<file path="src/design/phi_pkg.sv">
`default_nettype none

package phi_pkg;

    localparam int AGENTS_DEF = 4;
    localparam int DEPTH_DEF  = 16;

    localparam int TIME_W = 32;
    localparam int DATA_W = 32;
    localparam int FRAC_W = 16;
    localparam int PROD_W = FRAC_W + 1 + DATA_W + 1;

    localparam logic [TIME_W-1:0] SPAN_RESET = 32'd100000;

    localparam logic KIND_RECORD = 1'b0;
    localparam logic KIND_QUERY  = 1'b1;

    typedef struct packed {
        logic               kind;
        logic [1:0]         agent;
        logic [TIME_W-1:0]  sample_time;
        logic signed [DATA_W-1:0] pos_x;
        logic signed [DATA_W-1:0] pos_y;
        logic signed [DATA_W-1:0] heading;
    } phi_req_t;

    typedef struct packed {
        logic signed [DATA_W-1:0] out_x;
        logic signed [DATA_W-1:0] out_y;
        logic signed [DATA_W-1:0] out_heading;
        logic               history_empty;
    } phi_res_t;

    typedef struct packed {
        logic [TIME_W-1:0] tstamp;
        logic [DATA_W-1:0] x;
        logic [DATA_W-1:0] y;
        logic [DATA_W-1:0] hd;
    } phi_entry_t;

    typedef struct packed {
        logic              valid;
        logic [TIME_W-1:0] rem;
        logic [FRAC_W-1:0] quo;
    } phi_div_link_t;

    typedef enum logic [3:0] {
        ST_IDLE,
        ST_REC_CHK,
        ST_REC_WR,
        ST_TRIM_CHK,
        ST_QF_CHK,
        ST_QL_CHK,
        ST_SRCH_CHK,
        ST_DIV,
        ST_MUL,
        ST_ADD
    } phi_state_t;

endpackage

`default_nettype wire

</file>
<file path="src/design/phi_div_cell.sv">
`default_nettype none

module phi_div_cell
    import phi_pkg::*;
(
    input  wire logic              clk,
    input  wire logic              rst_n,
    input  wire phi_div_link_t     link_in,
    input  wire logic [TIME_W-1:0] divisor,
    output phi_div_link_t          link_out
);

    logic [TIME_W:0] dbl;
    logic            ge;
    phi_div_link_t   link_reg;
    phi_div_link_t   link_next;

    // one restoring step: shift in a zero, subtract when it fits
    always_comb
    begin
        dbl             = {link_in.rem, 1'b0};
        ge              = (dbl >= {1'b0, divisor});
        link_next.valid = link_in.valid;
        link_next.rem   = ge ? TIME_W'(dbl - {1'b0, divisor}) : dbl[TIME_W-1:0];
        link_next.quo   = {link_in.quo[FRAC_W-2:0], ge};
    end

    always_ff @(posedge clk or negedge rst_n)
    begin
        if (!rst_n)
        begin
            link_reg <= '0;
        end
        else
        begin
            link_reg <= link_next;
        end
    end

    assign link_out = link_reg;

endmodule

`default_nettype wire

</file>
<file path="config.mk">
export PLATFORM = sky130hd
export DESIGN_NAME = phi_div_cell
export DESIGN_NICKNAME = d
export VERILOG_FILES = /design/src/design/phi_pkg.sv /design/src/design/phi_div_cell.sv
export SDC_FILE = /design/constraint.sdc
export NUM_CORES = 1
export LEC_CHECK = 0
export CORE_UTILIZATION = 28
export DETAILED_ROUTE_END_ITERATION = 10
export DONT_BUFFER_PORTS = 1
export MAX_ROUTING_LAYER = met4
export SYNTH_ARGS = -nofsm -noshare
export SYNTH_HDL_FRONTEND = slang
export SYNTH_SLANG_ARGS = --single-unit
</file>
<file path="constraint.sdc">
create_clock -name clk -period 0.8 [get_ports clk]
set_input_delay 0.08 -clock clk [delete_from_list [all_inputs] [get_ports clk]]
set_output_delay 0.08 -clock clk [all_outputs]
set_load 0.02 [all_outputs]
</file>
Word level (Yosys, flattened, before mapping)
Cells that the tools add are included.
W data, S select, Z words.
Cells by class
  add/sub/neg operators: 1
  magnitude comparators: 1
  multiplexer cells: 1
Operator list (count)
  $ge A33 B32 Y1: 1
  $mux W32: 1
  $sub A32 B32 Y32: 1
Storage, ports and cells
  register bits: 49
  output and inout bits: 49

Longest topological paths before layout
Gate-level depths: netlist (run 1).
  depth in word-level cells: 2
  gate-level depth with buffers: 14
  depth with buffers taken out: 11

Worst setup path after synthesis (run 1)
Ideal clock, no wire load.
  path kind: input port to flip-flop
  start: input port divisor[10]
  end: register link_reg (netlist bit link_out[26])
  arrival: 2.526 ns
  setup slack: -1.852 ns
  stages on the path: 13
  path buffers: 2
  cells stage by stage: inv_1 -> ha_1 -> a211oi_2 -> nor2_1 -> or4b_4 -> o2111ai_2 -> a21oi_2 -> o21ai_4 -> and3_4 -> buf_12 -> inv_8 -> buf_12 -> mux2_4
RTL lines
  start, declared: RTL line phi_div_cell.sv:9  | input wire logic [TIME_W-1:0] divisor,
  end signal, assigned: RTL line phi_div_cell.sv:36  | link_reg <= link_next;
  end, declared: RTL line phi_div_cell.sv:15  | phi_div_link_t link_reg;

==> flow_summary.rst, run 1 <==
.. list-table::
   :header-rows: 1

   * - Metric
     - Value
   * - Max Cap Viol
     - 0
   * - HPWL after DPL
     - 8512 µm
   * - Setup CP Type
     - input pin to flop
   * - Critical path required time
     - 0.98 ns
   * - Post-synthesis compound-gate area fraction
     - 0.1930
   * - Total DRC errors in the routed layout
     - 0
   * - Share of the yosys chip area belonging to registers
     - 0.3365
   * - Via count of the first global-routing pass
     - 3,501
   * - Global Route met1 Usage
     - 0.1973
   * - Total area of sequential cells
     - 1287 µm²
   * - Number of synthesis warnings
     - 0
   * - Yosys reg bits
     - 49
   * - Peak VDD IR
     - 0.7960 mV
   * - Cell family with most CP delay
     - simple AND/OR/NAND/NOR gates
   * - Total negative slack
     - -42.89 ns
   * - Initial antenna violation count
     - 0
   * - CTS Root Cell
     - sky130_fd_sc_hd__clkbuf_16
   * - Highest cell delay on the worst timing path
     - 0.51 ns
   * - Total Routed Length
     - 11,210 µm
   * - Global-route met2 utilization
     - 0.2837
   * - Number of clock sinks
     - 49
   * - Setup WS pre-CTS
     - -1.798 ns
   * - Share of flip-flops with an asynchronous set or reset after synthesis
     - 1.000
   * - Met3 usage in global routing
     - 0.03347
   * - Final setup margin
     - -1.319 ns
   * - Fraction of final layout cells sized beyond drive strength 1
     - 0.4695
   * - Number of buffers added to fix hold violations after cts
     - 46
   * - Overall die height
     - 116.1 µm
   * - H-tree lvl count
     - 2
   * - Avg Inst Size Synth
     - 9.874 µm²
   * - Deepest clock path buffer count
     - 2
   * - Dominant combinational cell family by area after synthesis
     - compound AO/OA/AOI/OAI gates
   * - Mapped Area
     - 3643 µm²
   * - DR iter-0 viols
     - 126
   * - CP cell instances
     - ha_4 > a211oi_4 > nor2_2 > or4b_4 > o2111ai_4 > a21oi_4 > o21ai_4 > and3_4 > inv_12 > mux2_4
   * - DRT Pass-1 Iters
     - 4
   * - Max reg flops
     - 49
   * - # port buffers
     - 0
   * - Crit end category
     - flop
   * - Fill cell total of the finished layout
     - 1,220
   * - Post-synthesis adder-cell area fraction
     - 0.1154
   * - Net Count, Synth
     - 485
   * - Pin count of the biggest net entering global routing
     - 50
   * - Pleak
     - 0.002551 µW
   * - Final Hold Fails
     - 49
   * - Count of buffering cells on the critical path with inverters included
     - 1
   * - Antenna Violating Nets Remaining
     - 0
   * - Area of combinational cells with multiple inputs
     - 2482 µm²
   * - FMAX
     - 0.4719 GHz
   * - Cell types occupying the most area after synthesis
     - sky130_fd_sc_hd__dfrtp_1, sky130_fd_sc_hd__ha_1, sky130_fd_sc_hd__mux2_4
   * - Worst min-delay path class
     - input pin to async pin
   * - Basic-gate share of the synthesized area counting and, or, nand and nor cells
     - 0.1205
   * - Leading cell types by count after synthesis
     - sky130_fd_sc_hd__dfrtp_1, sky130_fd_sc_hd__inv_1, sky130_fd_sc_hd__ha_1
   * - Wire length of the first global-routing pass
     - 16,730 µm
   * - Post-synth top area share
     - 0.3365
   * - Io pins
     - 132
   * - Portion of the clock cycle consumed by the worst path in the final layout
     - 2.649
   * - Initial core utilization
     - 0.2875
   * - Die Span X
     - 116.1 µm
   * - Busiest layer in global routing
     - met2
   * - Data arrival at the endpoint of the critical path
     - 2.30 ns
   * - Floorplan row count
     - 41
   * - EDFF count, synth
     - 0
   * - Cell at the slowest stage of the critical path
     - sky130_fd_sc_hd__or4b_4
   * - Cells after synthesis
     - 369
   * - Number of distinct library cell variants in the gate-level netlist after synthesis
     - 56
   * - Synth Area in XOR/XNOR
     - 0.06010
   * - Total vias in the final route
     - 3,377
   * - Worst rel slew slack
     - 0.7210
   * - Result of the run
     - complete, but fails checks
   * - Total Die Area
     - 13,470 µm²
   * - Total power
     - 9464 µW
   * - CTS tree
     - built
   * - Violations in the final reports
     - hold timing, setup timing
   * - Power Density
     - 1675 nW/µm²
   * - Inserted Clock Buffers
     - 5
   * - Worst Tran Pin Value
     - 0.4160 ns
   * - Most used DFF post-synth
     - sky130_fd_sc_hd__dfrtp_1
   * - Critical-path maximum fanout
     - 28
   * - Remaining global-route overflow
     - 0
   * - Unrepaired setup endpoints after global routing
     - true
   * - Final setup violation count
     - 82
   * - Routability cong.
     - 0.8261
   * - Final-report max-slew violation count
     - 0
   * - Setup crit start kind
     - input pin
   * - Most repeated cell in the gate-level netlist after synthesis
     - sky130_fd_sc_hd__dfrtp_1
   * - Global-route usage over all layers
     - 0.1667
   * - Tightest hold margin
     - -0.5270 ns
   * - Worst-path clk slew
     - 0.07 ns
   * - Number of antenna repair diodes
     - 0
   * - Vias per cell
     - 4.852
   * - Area inside the core boundary
     - 12,670 µm²
   * - Synthesis-to-finish area growth
     - 55.05%
   * - Per-cell routed wire length
     - 16.11 µm
   * - Area leader, netlist
     - sky130_fd_sc_hd__dfrtp_1
   * - Shortest clock period the worst path allows after layout
     - 2.119 ns
   * - Mux contribution to synthesized area
     - 0.1085
   * - Fin nets
     - 640
worst max path at each step:
stage	from	to	cells past startpoint
floorplan	link_in[25]	link_out[26]$_DFF_PN0_	12
global placement	divisor[9]	link_out[47]$_DFF_PN0_	10
detailed placement	divisor[2]	link_out[47]$_DFF_PN0_	12
CTS	divisor[2]	link_out[47]$_DFF_PN0_	12
global route	link_in[25]	link_out[46]$_DFF_PN0_	10
finish	link_in[25]	link_out[38]$_DFF_PN0_	10
cell usage in the layout, fill, tap and decap left out, types with 3 or more instances in the layout:
cell,Yosys,routed
sky130_fd_sc_hd__mux2_2,8,8
sky130_fd_sc_hd__o21ai_0,18,14
sky130_fd_sc_hd__mux2_4,19,19
sky130_fd_sc_hd__xnor2_1,14,14
sky130_fd_sc_hd__nand2b_1,3,3
sky130_fd_sc_hd__a21oi_2,1,3
sky130_fd_sc_hd__nand4_1,12,12
sky130_fd_sc_hd__nand2_1,15,15
sky130_fd_sc_hd__or3_1,3,3
sky130_fd_sc_hd__nor2_1,18,15
sky130_fd_sc_hd__nor2b_1,4,3
sky130_fd_sc_hd__nor3_1,4,3
sky130_fd_sc_hd__ha_1,32,23
sky130_fd_sc_hd__a21oi_1,23,19
sky130_fd_sc_hd__o211ai_1,4,4
sky130_fd_sc_hd__a31oi_1,4,4
sky130_fd_sc_hd__o31ai_1,6,3
sky130_fd_sc_hd__buf_4,0,111
sky130_fd_sc_hd__clkbuf_16,0,5
sky130_fd_sc_hd__inv_1,35,31
sky130_fd_sc_hd__nor2_2,0,3
sky130_fd_sc_hd__o21a_1,7,5
sky130_fd_sc_hd__xor2_1,11,11
sky130_fd_sc_hd__a21o_1,15,15
sky130_fd_sc_hd__ha_4,0,9
sky130_fd_sc_hd__dlygate4sd3_1,0,46
sky130_fd_sc_hd__nand3_1,6,6
sky130_fd_sc_hd__o31ai_4,0,3
sky130_fd_sc_hd__and2_1,4,4
sky130_fd_sc_hd__dfrtp_2,0,49
sky130_fd_sc_hd__a21boi_0,4,3
sky130_fd_sc_hd__inv_2,0,3
power by group:
group	switching, µW	total [µW]	internal [µW]
Clock	968	2420	1450
Combinational	1450	3410	1960
Sequential	690	3630	2940
Total	3110	9460	6350
through the flow:
stage               instances    util  cell area, µm²
CTS                       692  0.4283            5426
finish                    696  0.4458            5649
global placement          636  0.3688            4673
global route              696  0.4458            5649
detailed placement        636  0.3688            4673
floorplan                 369       -            3772
repair_timing:
| item | CTS | global route |
|---|---|---|
| setup endpoints to repair | 82 | 82 |
| gates cloned | 0 | 0 |
| gates resized for setup | 42 | 54 |
| pin swaps | 2 | 10 |
| setup buffers | 3 | 4 |
| endpoints found under the hold margin | 95 | 49 |
logic make-up after synthesis:
logic type | after synthesis
and+or+nand+nor | 82
muxes | 29
xor gates and xnor gates | 25
buffers and inverters | 49
adders and majority gates | 33
DFF | 49
AOI/OAI and AO/OA | 102
area by class of cell:
type                    count  area share
well taps                 172     0.03810
clock inverters             2    0.006202
repair buffers            161      0.2392
clock buffers               5     0.02215
inverters                  36     0.02702
flip-flops and latches     49      0.2279
multi-input cells         271      0.4394
routing by layer:
metal	vias to the layer above	wire length (µm)
met5	-	0
met4	0	178
met3	12	607
met2	103	5526
met1	1631	4900
li1	1631	-
No activity file was read; power rests on OpenSTA's default activity.
==> run 2: changes to the inputs <==
--- a/config.mk
+++ b/config.mk
@@ -9,6 +9,7 @@
 export DETAILED_ROUTE_END_ITERATION = 10
 export DONT_BUFFER_PORTS = 1
 export MAX_ROUTING_LAYER = met4
+export REMOVE_ABC_BUFFERS = 1
 export SYNTH_ARGS = -nofsm -noshare
 export SYNTH_HDL_FRONTEND = slang
 export SYNTH_SLANG_ARGS = --single-unit
==> run 2 against run 1 <==
The flow still finishes with violations (hold timing, setup timing). Non-clock buffer count did not move. Setup slack got worse by 0.0046 ns. Critical endpoint is now link_out[31]$_DFF_PN0_. Clock power rose by 5%. Sequential power barely moved. Die area did not move. Sequential cell count did not move. Utilization fell by 0.60 points. Worst hold slack got worse by 0.0081 ns. Wire length fell by 1.8%. Count of clock-buffer cells in the layout rose by 1. Global-route usage rose by 0.64 points. Via count fell by 2.0%.
==> flow_summary.rst, run 2 (synthesis results as in run 1) <==
.. list-table::
   :header-rows: 1

   * - Metric
     - Value
   * - Most frequent standard cell in the layout excluding fill and tap cells
     - sky130_fd_sc_hd__buf_4 (unchanged)
   * - Total power
     - 9427 µW (was 9464 µW)
   * - DRT Pass-1 Iters
     - 4 (unchanged)
   * - Commonest non-fill, non-tap cells in the layout
     - sky130_fd_sc_hd__buf_4, sky130_fd_sc_hd__dlygate4sd3_1, sky130_fd_sc_hd__dfrtp_2 (was sky130_fd_sc_hd__buf_4, sky130_fd_sc_hd__dfrtp_2, sky130_fd_sc_hd__dlygate4sd3_1)
   * - Data arrival at the endpoint of the critical path
     - 2.30 ns (about the same)
   * - CTS tree
     - built (unchanged)
   * - CTS Root Cell
     - sky130_fd_sc_hd__clkbuf_16 (unchanged)
   * - Die Span X
     - 116.1 µm (unchanged)
   * - Number of antenna repair diodes
     - 0 (unchanged)
   * - Pleak
     - 0.002550 µW (was 0.002551 µW)
   * - Vias per cell
     - 4.750 (was 4.852)
   * - Number of buffers added to fix hold violations after cts
     - 47 (was 46)
   * - Total Routed Length
     - 11,010 µm (was 11,210 µm)
   * - Shortest clock period the worst path allows after layout
     - 2.124 ns (was 2.119 ns)
   * - Pin count of the biggest net entering global routing
     - 50 (unchanged)
   * - Initial core utilization
     - 0.2875 (unchanged)
   * - Utilization after layout
     - 0.4398 (was 0.4458)
   * - Total vias in the final route
     - 3,311 (was 3,377)
   * - Max Cap Viol
     - 0 (unchanged)
   * - Total DRC errors in the routed layout
     - 0 (unchanged)
   * - Routability cong.
     - 0.7926 (was 0.8261)
   * - Critical-path maximum fanout
     - 28 (unchanged)
   * - Placement Cell Area
     - 4587 µm² (was 4673 µm²)
   * - Setup crit start kind
     - input pin (unchanged)
   * - Crit end category
     - flop (unchanged)
   * - Portion of the clock cycle consumed by the worst path in the final layout
     - 2.655 (was 2.649)
   * - Via count of the first global-routing pass
     - 3,583 (was 3,501)
   * - Tightest hold margin
     - -0.5351 ns (was -0.5270 ns)
   * - Antenna Violating Nets Remaining
     - 0 (unchanged)
   * - Worst rel slew slack
     - 0.6979 (was 0.7210)
   * - Critical path required time
     - 0.98 ns (about the same)
   * - Result of the run
     - complete, but fails checks (unchanged)
   * - Unrepaired setup endpoints after global routing
     - true (unchanged)
   * - Highest cell delay on the worst timing path
     - 0.51 ns (about the same)
   * - # port buffers
     - 0 (unchanged)
   * - Post-Layout Cell Count
     - 697 (was 696)
   * - Final setup violation count
     - 82 (unchanged)
   * - Wire length of the first global-routing pass
     - 17,310 µm (was 16,730 µm)
   * - Final Hold Fails
     - 49 (unchanged)
   * - Final setup margin
     - -1.324 ns (was -1.319 ns)
   * - HPWL after DPL
     - 8377 µm (was 8512 µm)
   * - FMAX
     - 0.4708 GHz (was 0.4719 GHz)
   * - Initial antenna violation count
     - 0 (unchanged)
   * - Io pins
     - 132 (unchanged)
   * - Inserted Clock Buffers
     - 5 (unchanged)
   * - Overall die height
     - 116.1 µm (unchanged)
   * - Floorplan row count
     - 41 (unchanged)
   * - Fin nets
     - 640 (unchanged)
   * - Global-route usage over all layers
     - 0.1731 (was 0.1667)
   * - Area inside the core boundary
     - 12,670 µm² (unchanged)
   * - Placed cell count
     - 638 (was 636)
   * - Number of clock sinks
     - 49 (unchanged)
   * - Setup CP Type
     - input pin to flop (unchanged)
   * - Per-cell routed wire length
     - 15.80 µm (was 16.11 µm)
   * - Synthesis-to-finish area growth
     - 52.95% (was 55.05%)
   * - Power Density
     - 1692 nW/µm² (was 1675 nW/µm²)
   * - Max reg flops
     - 49 (unchanged)
   * - Cell at the slowest stage of the critical path
     - sky130_fd_sc_hd__or4b_4 (unchanged)
   * - Final-report max-slew violation count
     - 0 (unchanged)
   * - CP cell instances
     - ha_4 > a211oi_4 > nor2_2 > or4b_4 > o2111ai_4 > a21oi_4 > o21ai_4 > and3_4 > inv_12 > mux2_4 (unchanged)
   * - Summed area of non-filler cells in the final layout
     - 5573 µm² (was 5649 µm²)
   * - H-tree lvl count
     - 2 (unchanged)
   * - Violations in the final reports
     - hold timing, setup timing (unchanged)
   * - DR iter-0 viols
     - 56 (was 126)
   * - Worst Tran Pin Value
     - 0.4497 ns (was 0.4160 ns)
   * - Total Die Area
     - 13,470 µm² (unchanged)
   * - Deepest clock path buffer count
     - 2 (unchanged)
   * - Peak VDD IR
     - 0.9155 mV (was 0.7960 mV)
   * - Fraction of final layout cells sized beyond drive strength 1
     - 0.4457 (was 0.4695)
   * - Setup WS pre-CTS
     - -1.952 ns (was -1.798 ns)
   * - Worst-path clk slew
     - 0.07 ns (about the same)
   * - Worst min-delay path class
     - input pin to async pin (unchanged)
   * - Remaining global-route overflow
     - 0 (unchanged)
==> run 2: layout make-up <==
cell class                 count  area (µm²)
inverter                      36       152.6
clock inverter                 2       37.54
multi-input combinational    271        2412
clock buffer                   6       138.9
timing repair buffer         161        1334
tap                          172       215.2
fill                        1220        7098
sequential                    49        1282
==> run 2: power breakdown <==
part	total [µW]	leakage (µW)	switching (µW)	internal, µW
clock	2540	0.0000831	982	1560
combinational	3280	0.00194	1410	1870
sequential	3600	0.000526	671	2930
total	9430	0.00255	3060	6360
==> run 2: path summary, 6_finish.rpt <==
path                        startpoint                endpoint  slack (ns)  depth (start not counted)
setup / recovery           link_in[25]  link_out[31]$_DFF_PN0_       -1.32                         10
max in group asynchronous        rst_n  link_out[27]$_DFF_PN0_        1.23                          0
min in group clk            divisor[1]  link_out[17]$_DFF_PN0_        0.03                          2
hold / removal                   rst_n  link_out[43]$_DFF_PN0_       -0.54                          0
==> run 2: worst max-delay path: cells and delay by family <==
| family | cells | cell delay (ns) |
|---|---|---|
| compound gates | 4 | 0.71 |
| fa+ha+maj | 1 | 0.23 |
| buf+inv | 1 | 0.10 |
| mux | 1 | 0.31 |
| simple gates | 3 | 0.84 |
==> run 2: repair_timing <==
| action | 4_1_cts | 5_1_grt |
|---|---|---|
| endpoints found under the hold margin | 96 | 49 |
| setup endpoints to repair | 82 | 82 |
| pin swaps | 11 | 7 |
| setup buffers | 3 | 2 |
| gates resized for setup | 60 | 34 |
==> run 2: per-layer routing <==
| layer | share of wire | up-vias | GRT usage |
|---|---|---|---|
| met2 | 0.50 | 98 | 0.3012 |
| met5 | 0 | - | - |
| met4 | 0.0048 | 0 | 0.03675 |
| li1 | - | 1629 | - |
| met3 | 0.050 | 5 | 0.03975 |
| met1 | 0.45 | 1579 | 0.2025 |
==> run 2: metrics by stage <==
| step | setup TNS, ns | hold WS, ns |
|---|---|---|
| after global routing | -47.40 | -0.5485 |
| after floorplan | -55.31 | -0.2156 |
| after detailed placement | -58.53 | -0.2145 |
| after CTS | -44.14 | -0.5480 |
| after global placement | -57.62 | -0.2146 |
| final | -43.06 | -0.5351 |
==> run 3: changes to the inputs <==
--- a/config.mk
+++ b/config.mk
@@ -10,6 +10,7 @@
 export DONT_BUFFER_PORTS = 1
 export MAX_ROUTING_LAYER = met4
 export REMOVE_ABC_BUFFERS = 1
+export SKIP_LAST_GASP = 1
 export SYNTH_ARGS = -nofsm -noshare
 export SYNTH_HDL_FRONTEND = slang
 export SYNTH_SLANG_ARGS = --single-unit
==> run 3 against run 2 <==
The flow still finishes with violations (hold timing, setup timing). First-iteration DRC count grew 14%. Count of clock-buffer cells in the layout unchanged. Worst hold slack worse by 0.0022 ns. Via count decreased by 0.12%. Cell count did not move. Non-clock buffer count unchanged. Combinational power about the same. Sequential share of layout area is 0.10 points higher. Sequential cell count stayed put. Highest routed layer unchanged.
==> flow_summary.rst, run 3 (synthesis results as in run 1) <==
.. list-table::
   :header-rows: 1

   * - Metric
     - Value
   * - Result of the run
     - complete, but fails checks (unchanged)
   * - Violations in the final reports
     - hold timing, setup timing (unchanged)
   * - Deepest clock path buffer count
     - 2 (unchanged)
   * - Synthesis-to-finish area growth
     - 52.27% (was 52.95%)
   * - Relative contribution of the clock network to total power
     - 0.272 (was 0.270)
   * - Sequential cell fraction of total power
     - 0.383 (was 0.382)
   * - Setup crit start kind
     - input pin (unchanged)
   * - Crit end category
     - flop (unchanged)
   * - Number of antenna repair diodes
     - 0 (unchanged)
   * - Utilization after layout
     - 0.4378 (was 0.4398)
   * - Fraction of power spent switching nets
     - 0.3255 (was 0.3249)
   * - Per-cell routed wire length
     - 15.78 µm (was 15.80 µm)
   * - Tightest hold margin
     - -0.5373 ns (was -0.5351 ns)
   * - Final-report max-slew violation count
     - 0 (unchanged)
   * - Max Cap Viol
     - 0 (unchanged)
   * - Cell family with most CP delay
     - simple AND/OR/NAND/NOR gates (unchanged)
   * - Portion of the clock cycle consumed by the worst path in the final layout
     - 2.650 (was 2.655)
   * - Final Hold Fails
     - 49 (unchanged)
   * - FMAX
     - 0.4718 GHz (was 0.4708 GHz)
   * - Floorplan row count
     - 41 (unchanged)
   * - Overall die height
     - 116.1 µm (unchanged)
   * - Remaining global-route overflow
     - 0 (unchanged)
   * - DRT Pass-1 Iters
     - 4 (unchanged)
   * - H-tree lvl count
     - 2 (unchanged)
   * - Count of buffering cells on the critical path with inverters included
     - 1 (unchanged)
   * - Peak VDD IR
     - 0.9155 mV (about the same)
   * - Pin count of the biggest net entering global routing
     - 50 (unchanged)
   * - Critical path required time
     - 0.98 ns (about the same)
   * - Pleak
     - 0.002547 µW (was 0.002550 µW)
   * - Worst rel slew slack
     - 0.6885 (was 0.6979)
   * - Number of buffers added to fix hold violations after cts
     - 47 (unchanged)
   * - Total power
     - 9418 µW (was 9427 µW)
   * - Shortest clock period the worst path allows after layout
     - 2.120 ns (was 2.124 ns)
   * - Commonest non-fill, non-tap cells in the layout
     - sky130_fd_sc_hd__buf_4, sky130_fd_sc_hd__dlygate4sd3_1, sky130_fd_sc_hd__dfrtp_2 (unchanged)
   * - Via count of the first global-routing pass
     - 3,583 (unchanged)
   * - Highest cell delay on the worst timing path
     - 0.51 ns (about the same)
   * - Vias per cell
     - 4.745 (was 4.750)
   * - Most frequent standard cell in the layout excluding fill and tap cells
     - sky130_fd_sc_hd__buf_4 (unchanged)
   * - Final setup margin
     - -1.320 ns (was -1.324 ns)
   * - Setup CP Type
     - input pin to flop (unchanged)
   * - Worst-path clk slew
     - 0.07 ns (about the same)
   * - Max reg flops
     - 49 (unchanged)
   * - Power Density
     - 1698 nW/µm² (was 1692 nW/µm²)
   * - Inserted Clock Buffers
     - 5 (unchanged)
   * - Combinational share of power
     - 0.345 (was 0.348)
   * - HPWL after DPL
     - 8377 µm (unchanged)
   * - Internal Power
     - 6352 µW (was 6364 µW)
   * - Io pins
     - 132 (unchanged)
   * - Total Routed Length
     - 11,000 µm (was 11,010 µm)
   * - Fin nets
     - 640 (unchanged)
   * - Critical-path maximum fanout
     - 28 (unchanged)
   * - Worst min-delay path class
     - input pin to async pin (unchanged)
   * - Number of clock sinks
     - 49 (unchanged)
   * - Cell at the slowest stage of the critical path
     - sky130_fd_sc_hd__or4b_4 (unchanged)
   * - Initial antenna violation count
     - 0 (unchanged)
   * - Area inside the core boundary
     - 12,670 µm² (unchanged)
   * - Initial core utilization
     - 0.2875 (unchanged)
   * - Total DRC errors in the routed layout
     - 0 (unchanged)
   * - Fraction of final layout cells sized beyond drive strength 1
     - 0.4381 (was 0.4457)
   * - Setup WS pre-CTS
     - -1.952 ns (unchanged)
   * - Antenna Violating Nets Remaining
     - 0 (unchanged)
   * - Unrepaired setup endpoints after global routing
     - true (unchanged)
   * - Area of combinational cells with multiple inputs
     - 2387 µm² (was 2412 µm²)
   * - # port buffers
     - 0 (unchanged)
   * - Total vias in the final route
     - 3,307 (was 3,311)
   * - Global-route usage over all layers
     - 0.1731 (unchanged)
   * - Routability cong.
     - 0.7926 (unchanged)
   * - Die Span X
     - 116.1 µm (unchanged)
   * - Wire length of the first global-routing pass
     - 17,310 µm (unchanged)
   * - Data arrival at the endpoint of the critical path
     - 2.30 ns (about the same)
   * - CP cell instances
     - ha_4 > a211oi_4 > nor2_2 > or4b_4 > o2111ai_4 > a21oi_4 > o21ai_4 > and3_4 > inv_12 > mux2_4 (unchanged)
   * - CTS tree
     - built (unchanged)
   * - Fill cell total of the finished layout
     - 1,219 (was 1,220)
   * - CTS Root Cell
     - sky130_fd_sc_hd__clkbuf_16 (unchanged)
   * - Total area of sequential cells
     - 1282 µm² (unchanged)
   * - DR iter-0 viols
     - 64 (was 56)
   * - Final setup violation count
     - 82 (unchanged)
   * - Total Die Area
     - 13,470 µm² (unchanged)
   * - Net Switching
     - 3065 µW (was 3063 µW)
   * - Worst Tran Pin Value
     - 0.4637 ns (was 0.4497 ns)
run 3: metal layers:
metal  vias to the layer above  track usage  wire length [µm]
li1                       1628            -                 -
met3                         5      0.03975               552
met5                         -            -                 0
met2                        95       0.3012              5460
met4                         0      0.03675                82
met1                      1579       0.2025              4905
run 3: cell type report:
class	count	area share
multi-input cells	271	0.4303
repair buffers	161	0.2404
flip-flops and latches	49	0.2312
well taps	172	0.03879
inverters	36	0.02751
clock buffers	6	0.02503
clock inverters	2	0.006766
run 3: timing repair:
item	4_1_cts	5_1_grt
cloned	0	0
setup buffers	3	2
gates resized for setup	59	30
endpoints found under the hold margin	96	49
endpoints found under the setup margin	82	82
pin swaps	11	7
run 3: stage by stage:
step	setup TNS, ns	area (µm²)	std cells
after floorplan	-55.31	3546	356
after global placement	-57.62	4587	638
after detailed placement	-58.53	4587	638
after CTS	-44.15	5475	696
after global routing	-47.47	5548	697
final	-43.12	5548	697
run 3: worst paths after layout:
kind                             start                      to  slack (ns)  cells after the start
setup / recovery           link_in[25]  link_out[31]$_DFF_PN0_       -1.32                     10
hold / removal                   rst_n  link_out[43]$_DFF_PN0_       -0.54                      0
max in group asynchronous        rst_n  link_out[27]$_DFF_PN0_        1.24                      0
min in group clk            divisor[1]  link_out[17]$_DFF_PN0_        0.02                      2
run 3: power groups by stage:
| stage | sequential (µW) | clock (µW) | combinational (µW) |
|---|---|---|---|
| floorplan | 3520 | 0 | 1770 |
| global placement | 3600 | 0 | 2800 |
| global route | 3640 | 2740 | 3570 |
| finish | 3600 | 2560 | 3250 |
| detailed placement | 3580 | 0 | 2850 |
| CTS | 3580 | 2660 | 3230 |
